File: src/rtl/ccp_pkg.sv
// Shared types, constants and arithmetic helpers for the current offset Clarke/Park block.
`timescale 1ns / 1ps
package ccp_pkg;

  // Calibration length and trig precision
  localparam int CALIB_SAMPLES  = 10;
  localparam int TRIG_FRAC_BITS = 15;

  // Configuration port
  localparam int CFG_ADDR_W = 1;
  localparam int CFG_DATA_W = 16;
  localparam logic [CFG_ADDR_W-1:0] CFG_CURRENT_GAIN = 1'b0;
  localparam logic [CFG_ADDR_W-1:0] CFG_POLE_PAIRS   = 1'b1;
  localparam logic [15:0] GAIN_RESET = 16'd288;
  localparam logic [3:0]  POLE_PAIRS_RESET = 4'd2;

  // Calibration count limit
  localparam logic [6:0] CALIB_LAST = 7'(CALIB_SAMPLES);

  // Offset division by reciprocal multiply: exact for every 18-bit sum
  localparam int DIV_SHIFT = 25;
  localparam logic [25:0] DIV_RECIP =
    26'(((64'd1 << DIV_SHIFT) + 64'(CALIB_SAMPLES) - 64'd1) / 64'(CALIB_SAMPLES));

  // Electrical angle mod 360 by reciprocal multiply: exact below 2^13
  localparam int EANG_SHIFT = 22;
  localparam logic [13:0] EANG_RECIP = 14'(((64'd1 << EANG_SHIFT) + 64'd359) / 64'd360);

  // Q16 to Q_F conversion
  localparam int QF_SHIFT = 16 - TRIG_FRAC_BITS;
  localparam logic [17:0] QF_HALF = (QF_SHIFT == 0) ? 18'd0 : 18'(18'd1 << (QF_SHIFT - 1));
  localparam logic [17:0] INV_SQRT3_Q16 = 18'd37837;
  localparam logic signed [17:0] INV_SQRT3_K =
    $signed(18'((INV_SQRT3_Q16 + QF_HALF) >> QF_SHIFT));

  // Rounding constant for products in Q_F
  localparam logic signed [33:0] TRIG_HALF = 34'sd1 <<< (TRIG_FRAC_BITS - 1);

  // Output saturation limits
  localparam logic signed [33:0] OUT_MIN = -34'sd16384;
  localparam logic signed [33:0] OUT_MAX = 34'sd16383;

  typedef logic [11:0]        ccp_sample_t;
  typedef logic signed [14:0] ccp_cur_t;
  typedef logic [8:0]         ccp_angle_t;
  typedef logic signed [17:0] ccp_trig_t;

  // Datapath step enables issued by the controller
  typedef struct packed {
    logic cap;
    logic acc;
    logic div_mul;
    logic div_set;
    logic cur;
    logic scl;
    logic bet;
    logic ang;
    logic trig;
    logic park;
    logic load;
  } ccp_cmd_t;

  // Saturate to the 15-bit output range
  function automatic ccp_cur_t sat15(input logic signed [33:0] v);
    ccp_cur_t r;
    if (v < OUT_MIN) begin
      r = 15'(OUT_MIN);
    end else if (v > OUT_MAX) begin
      r = 15'(OUT_MAX);
    end else begin
      r = 15'(v);
    end
    return r;
  endfunction

  // Quarter-wave sine in Q16, whole degrees 0..90
  function automatic logic [16:0] sine_q16(input logic [6:0] k);
    logic [16:0] v;
    case (k)
      7'd0: v = 17'd0;         7'd1: v = 17'd1144;      7'd2: v = 17'd2287;
      7'd3: v = 17'd3430;      7'd4: v = 17'd4572;      7'd5: v = 17'd5712;
      7'd6: v = 17'd6850;      7'd7: v = 17'd7987;      7'd8: v = 17'd9121;
      7'd9: v = 17'd10252;     7'd10: v = 17'd11380;    7'd11: v = 17'd12505;
      7'd12: v = 17'd13626;    7'd13: v = 17'd14742;    7'd14: v = 17'd15855;
      7'd15: v = 17'd16962;    7'd16: v = 17'd18064;    7'd17: v = 17'd19161;
      7'd18: v = 17'd20252;    7'd19: v = 17'd21336;    7'd20: v = 17'd22415;
      7'd21: v = 17'd23486;    7'd22: v = 17'd24550;    7'd23: v = 17'd25607;
      7'd24: v = 17'd26656;    7'd25: v = 17'd27697;    7'd26: v = 17'd28729;
      7'd27: v = 17'd29753;    7'd28: v = 17'd30767;    7'd29: v = 17'd31772;
      7'd30: v = 17'd32768;    7'd31: v = 17'd33754;    7'd32: v = 17'd34729;
      7'd33: v = 17'd35693;    7'd34: v = 17'd36647;    7'd35: v = 17'd37590;
      7'd36: v = 17'd38521;    7'd37: v = 17'd39441;    7'd38: v = 17'd40348;
      7'd39: v = 17'd41243;    7'd40: v = 17'd42126;    7'd41: v = 17'd42995;
      7'd42: v = 17'd43852;    7'd43: v = 17'd44695;    7'd44: v = 17'd45525;
      7'd45: v = 17'd46341;    7'd46: v = 17'd47143;    7'd47: v = 17'd47930;
      7'd48: v = 17'd48703;    7'd49: v = 17'd49461;    7'd50: v = 17'd50203;
      7'd51: v = 17'd50931;    7'd52: v = 17'd51643;    7'd53: v = 17'd52339;
      7'd54: v = 17'd53020;    7'd55: v = 17'd53684;    7'd56: v = 17'd54332;
      7'd57: v = 17'd54963;    7'd58: v = 17'd55578;    7'd59: v = 17'd56175;
      7'd60: v = 17'd56756;    7'd61: v = 17'd57319;    7'd62: v = 17'd57865;
      7'd63: v = 17'd58393;    7'd64: v = 17'd58903;    7'd65: v = 17'd59396;
      7'd66: v = 17'd59870;    7'd67: v = 17'd60326;    7'd68: v = 17'd60764;
      7'd69: v = 17'd61183;    7'd70: v = 17'd61584;    7'd71: v = 17'd61966;
      7'd72: v = 17'd62328;    7'd73: v = 17'd62672;    7'd74: v = 17'd62997;
      7'd75: v = 17'd63303;    7'd76: v = 17'd63589;    7'd77: v = 17'd63856;
      7'd78: v = 17'd64104;    7'd79: v = 17'd64332;    7'd80: v = 17'd64540;
      7'd81: v = 17'd64729;    7'd82: v = 17'd64898;    7'd83: v = 17'd65048;
      7'd84: v = 17'd65177;    7'd85: v = 17'd65287;    7'd86: v = 17'd65376;
      7'd87: v = 17'd65446;    7'd88: v = 17'd65496;    7'd89: v = 17'd65526;
      7'd90: v = 17'd65536;
      default: v = 17'd0;
    endcase
    return v;
  endfunction

  // Full-circle sine in Q_F for an angle of 0..359 degrees
  function automatic ccp_trig_t sine_deg(input logic [8:0] t);
    logic [6:0]  idx;
    logic        neg;
    logic [17:0] mag;
    if (t <= 9'd90) begin
      idx = 7'(t);
      neg = 1'b0;
    end else if (t <= 9'd180) begin
      idx = 7'(9'd180 - t);
      neg = 1'b0;
    end else if (t <= 9'd270) begin
      idx = 7'(t - 9'd180);
      neg = 1'b1;
    end else begin
      idx = 7'(9'd360 - t);
      neg = 1'b1;
    end
    mag = (18'(sine_q16(idx)) + QF_HALF) >> QF_SHIFT;
    return neg ? -$signed(mag) : $signed(mag);
  endfunction

endpackage

File: src/rtl/ccp_ctrl.sv
// Sequencer: calibration count, step enables and the handshake of both channels.
`timescale 1ns / 1ps
module ccp_ctrl (
  input  logic              clk,
  input  logic              rst_n,
  input  logic              in_valid,
  output logic              in_ready,
  output logic              out_valid,
  input  logic              out_ready,
  output ccp_pkg::ccp_cmd_t cmd,
  output logic              calibrated
);
  import ccp_pkg::*;

  typedef enum logic [9:0] {
    ST_IDLE    = 10'b0000000001,
    ST_DIV_MUL = 10'b0000000010,
    ST_DIV_SET = 10'b0000000100,
    ST_CUR     = 10'b0000001000,
    ST_SCL     = 10'b0000010000,
    ST_BET     = 10'b0000100000,
    ST_ANG     = 10'b0001000000,
    ST_TRIG    = 10'b0010000000,
    ST_PARK    = 10'b0100000000,
    ST_OUT     = 10'b1000000000
  } ccp_state_t;

  ccp_state_t state_r, state_nxt;
  logic [6:0] cnt_r, cnt_nxt;
  logic       cal_r, cal_nxt;
  logic       oval_r, oval_nxt;
  logic       accept;
  logic [6:0] cnt_inc;

  assign in_ready   = (state_r == ST_IDLE);
  assign accept     = in_valid && in_ready;
  assign out_valid  = oval_r;
  assign calibrated = cal_r;
  assign cnt_inc    = cnt_r + 7'd1;

  // Next state, calibration count and step enables
  always_comb begin
    state_nxt = state_r;
    cnt_nxt   = cnt_r;
    cal_nxt   = cal_r;
    cmd       = '0;
    cmd.cap   = accept;
    case (state_r)
      ST_IDLE: begin
        if (accept) begin
          if (cal_r) begin
            state_nxt = ST_CUR;
          end else begin
            cmd.acc = 1'b1;
            cnt_nxt = cnt_inc;
            if (cnt_inc >= CALIB_LAST) begin
              state_nxt = ST_DIV_MUL;
            end
          end
        end
      end
      ST_DIV_MUL: begin
        cmd.div_mul = 1'b1;
        state_nxt   = ST_DIV_SET;
      end
      ST_DIV_SET: begin
        cmd.div_set = 1'b1;
        cal_nxt     = 1'b1;
        state_nxt   = ST_IDLE;
      end
      ST_CUR: begin
        cmd.cur   = 1'b1;
        state_nxt = ST_SCL;
      end
      ST_SCL: begin
        cmd.scl   = 1'b1;
        state_nxt = ST_BET;
      end
      ST_BET: begin
        cmd.bet   = 1'b1;
        state_nxt = ST_ANG;
      end
      ST_ANG: begin
        cmd.ang   = 1'b1;
        state_nxt = ST_TRIG;
      end
      ST_TRIG: begin
        cmd.trig  = 1'b1;
        state_nxt = ST_PARK;
      end
      ST_PARK: begin
        cmd.park  = 1'b1;
        state_nxt = ST_OUT;
      end
      ST_OUT: begin
        // Hold until the output register is free
        if (!oval_r || out_ready) begin
          cmd.load  = 1'b1;
          state_nxt = ST_IDLE;
        end
      end
      default: begin
        state_nxt = ST_IDLE;
      end
    endcase
  end

  // Output valid: set on load, drop once the transaction completes
  always_comb begin
    if (cmd.load) begin
      oval_nxt = 1'b1;
    end else if (out_ready) begin
      oval_nxt = 1'b0;
    end else begin
      oval_nxt = oval_r;
    end
  end

  always_ff @(posedge clk) begin
    if (!rst_n) begin
      state_r <= ST_IDLE;
      cnt_r   <= '0;
      cal_r   <= 1'b0;
      oval_r  <= 1'b0;
    end else begin
      state_r <= state_nxt;
      cnt_r   <= cnt_nxt;
      cal_r   <= cal_nxt;
      oval_r  <= oval_nxt;
    end
  end

endmodule

File: config.mk
export PLATFORM = sky130hd
export DESIGN_NAME = ccp_ctrl
export DESIGN_NICKNAME = d
export VERILOG_FILES = /design/src/rtl/ccp_pkg.sv /design/src/rtl/ccp_ctrl.sv
export SDC_FILE = /design/constraint.sdc
export NUM_CORES = 1
export LEC_CHECK = 0
export ABC_AREA = 1
export BUFFER_PORTS_ARGS = -buffer_cell sky130_fd_sc_hd__buf_2
export CAP_MARGIN = 0
export CELL_PAD_IN_SITES_DETAIL_PLACEMENT = 0
export CELL_PAD_IN_SITES_GLOBAL_PLACEMENT = 1
export CORE_ASPECT_RATIO = 0.7
export CORE_UTILIZATION = 35
export DETAILED_ROUTE_END_ITERATION = 8
export PLACE_DENSITY_LB_ADDON = 0.08
export SYNTH_ARGS = -nofsm -noshare
export SYNTH_HDL_FRONTEND = slang
export SYNTH_SLANG_ARGS = --single-unit
File: constraint.sdc
create_clock -name clk -period 4.53 [get_ports clk]
set_input_delay 0.453 -clock clk [delete_from_list [all_inputs] [get_ports clk]]
set_output_delay 0.453 -clock clk [all_outputs]
set_load 0.01 [all_outputs]
==> flow_summary.ini <==
[status]
outcome = finished, final reports clean

[placement]
dpl.hpwl_mm = 1.95
place_area_mm2 = 0.00122
gp_congestion = 0.878
port_buffers = 17
dp.cells = 219

[timing]
tightest_slew_ps = 389
final_max_slew_viol_count = 0
hold_viol_final = 0
finClkSkew_ps = 2.40
fin_crit_sh_pct = 46.4
period_minus_slack_ps = 2100
max_slew_margin_pct = 73.8
setup-tns-final_ps = 0
max_freq_mhz = 476
rsz0062_at_grt = no
setup_viol = 0

[yosys]
syn_inst = 169
synth.area.top_cells = dfxtp_1, inv_1, nor2_1
synth_area_leader_cell = dfxtp_1
avgSynthCellArea_um2 = 6.56
synth_top_area_share_pct = 34.3
synth_cell_types = 23
synthesis.area_mm2 = 0.00111
yosys_warnings = 0
yosysSeqAreaShare_pct = 34.3
synth_seq_cells = 19
synth_fp_nets = 175

[setup_path]
arrival_ps = 1650
cp-end-kind = output port
cp-start-kind = flop
cp_max_fo = 8
cp.required_ps = 4080
crit_type = flop to output port

[finish]
nets = 194
finalInstanceArea_mm2 = 0.00127
num_antenna_cells = 0
final_util_pct = 43.6
fin_cells = 223
syn_to_final_growth_pct = 14.2
drive_gt1_share_pct = 18.2

[power_and_ir_drop]
report.power.total_uw = 598
leakagePower_nw = 0.696
power.density_mw_per_mm2 = 472
peakVddDrop_mv = 0.251

[clock_tree]
cts_setup_buffers = 0
cts_buffer_depth = 2
cts_tree = done
cts_htree_levels = 1
hold_buffers = 0
clk_latency_ps = 260
cts.clk_slew.worst_paths_ps = 80
cts-buffers-inserted = 3
cts_resized = 0
clock_sinks = 19
root_buffer = clkbuf_8

[floorplan]
die-width_um = 69.3
start_util_pct = 38.2
fp-row-count = 16
coreArea_mm2 = 0.00290
die_height_um = 49.1
io_pins = 18
die-area_mm2 = 0.00340

[global_routing]
grt_pass1_vias = 970
antenna_found_initial = 0
grt_max_degree = 16
grt_pass1_wl_mm = 4.43
track_usage_pct = 16.7
gr-total-overflow = 0

[routing]
ant_nets = 0
viasPerCell = 4.65
drt-wirelength-per-cell_um = 11.2
drt-pass1-iter-count = 6
drt_wl_total_mm = 2.49
via_count = 1038
dr.first_iter.drc_count = 69
drcViolationCount = 0

[min_path]
hp-class = flop to flop

[job]
drv_cap = 0
cell type report:
type | instances | area, µm²
clock buffer | 3 | 41.3
clock inverter | 1 | 5.00
fill | 314 | 1640
inverter | 38 | 145
multi-input combinational | 109 | 564
sequential | 19 | 380
tap | 36 | 45.0
timing repair buffer | 17 | 85.1
final timing paths:
check / from / to / slack (ps) / cells past startpoint
max: state_r[9] / cmd[9] / 2430 / 6
min: cnt_r[6] / cnt_r[6] / 480 / 2
min reg2reg: cnt_r[6] / cnt_r[6] / 480 / 2
max reg2reg: cnt_r[0] / state_r[0] / 2890 / 9
metrics by stage:
| step | hold slack, ps | setup slack [ps] |
|---|---|---|
| 2_1_floorplan | 449 | 3030 |
| 3_3_place_gp | 462 | 2760 |
| 3_5_place_dp | 470 | 2730 |
| 4_1_cts | 481 | 2430 |
| 5_1_grt | 529 | 2270 |
| 6_report | 483 | 2430 |
cell usage after synthesis:
cell type	number
o21ai_1	7
nor2_2	1
inv_4	1
a21oi_1	8
inv_2	3
ha_1	2
nand2_4	2
o21bai_1	1
nor3_1	1
nor4_1	3
buf_4	2
nor3_4	1
nand2_1	27
nor2_4	3
o211ai_1	2
nor2_1	28
dfxtp_1	19
nand2_2	2
inv_1	34
xor2_1	1
clkbuf_1	1
nand3_1	11
nand4_1	9
worst max-delay path, stage by stage (launching register included):
cell and delay, ps:
dfxtp_1 340, nor2_2 250, nand2_2 100, inv_2 90, nand2_4 80, nor3_4 310
buf_2 210
layer usage:
metal	wire, µm	share of wire, %	GRT usage [%]	vias to the layer above
met4	8	0.32	3.06	0
met5	0	0	0	-
met3	137	5.5	5.58	2
met2	924	37	24.6	27
met1	1420	57	23.7	441
li1	-	-	-	568
power by group:
part / switching [mW] / internal, mW
clock: 0.0639 / 0.0613
combinational: 0.167 / 0.0820
sequential: 0.0286 / 0.194
total: 0.260 / 0.338
cells in the final DEF, fill, tap and decap left out, types with 2 or more instances in the layout:
cell,n
inv_1,34
nor2_1,28
nand2_1,27
dfxtp_1,19
buf_2,17
nand3_1,11
nand4_1,9
a21oi_1,8
o21ai_1,7
nor2_4,3
nor4_1,3
inv_2,3
clkbuf_8,3
nand2_4,2
nand2_2,2
o211ai_1,2
ha_1,2
cell families after synthesis:
group                      synth area share (%)
AOI/OAI and AO/OA                          8.80
and+or+nand+nor                            39.1
DFF                                        34.3
xor gates and xnor gates                  0.790
buffers and inverters                      14.8
adders and majority gates                  2.26
state kept, by name, summed over array words and instances, names as in the netlist:
register	count
state_r	10
out_valid	1
calibrated	1
cnt_r	7
No activity file was read; power rests on OpenSTA's default activity.
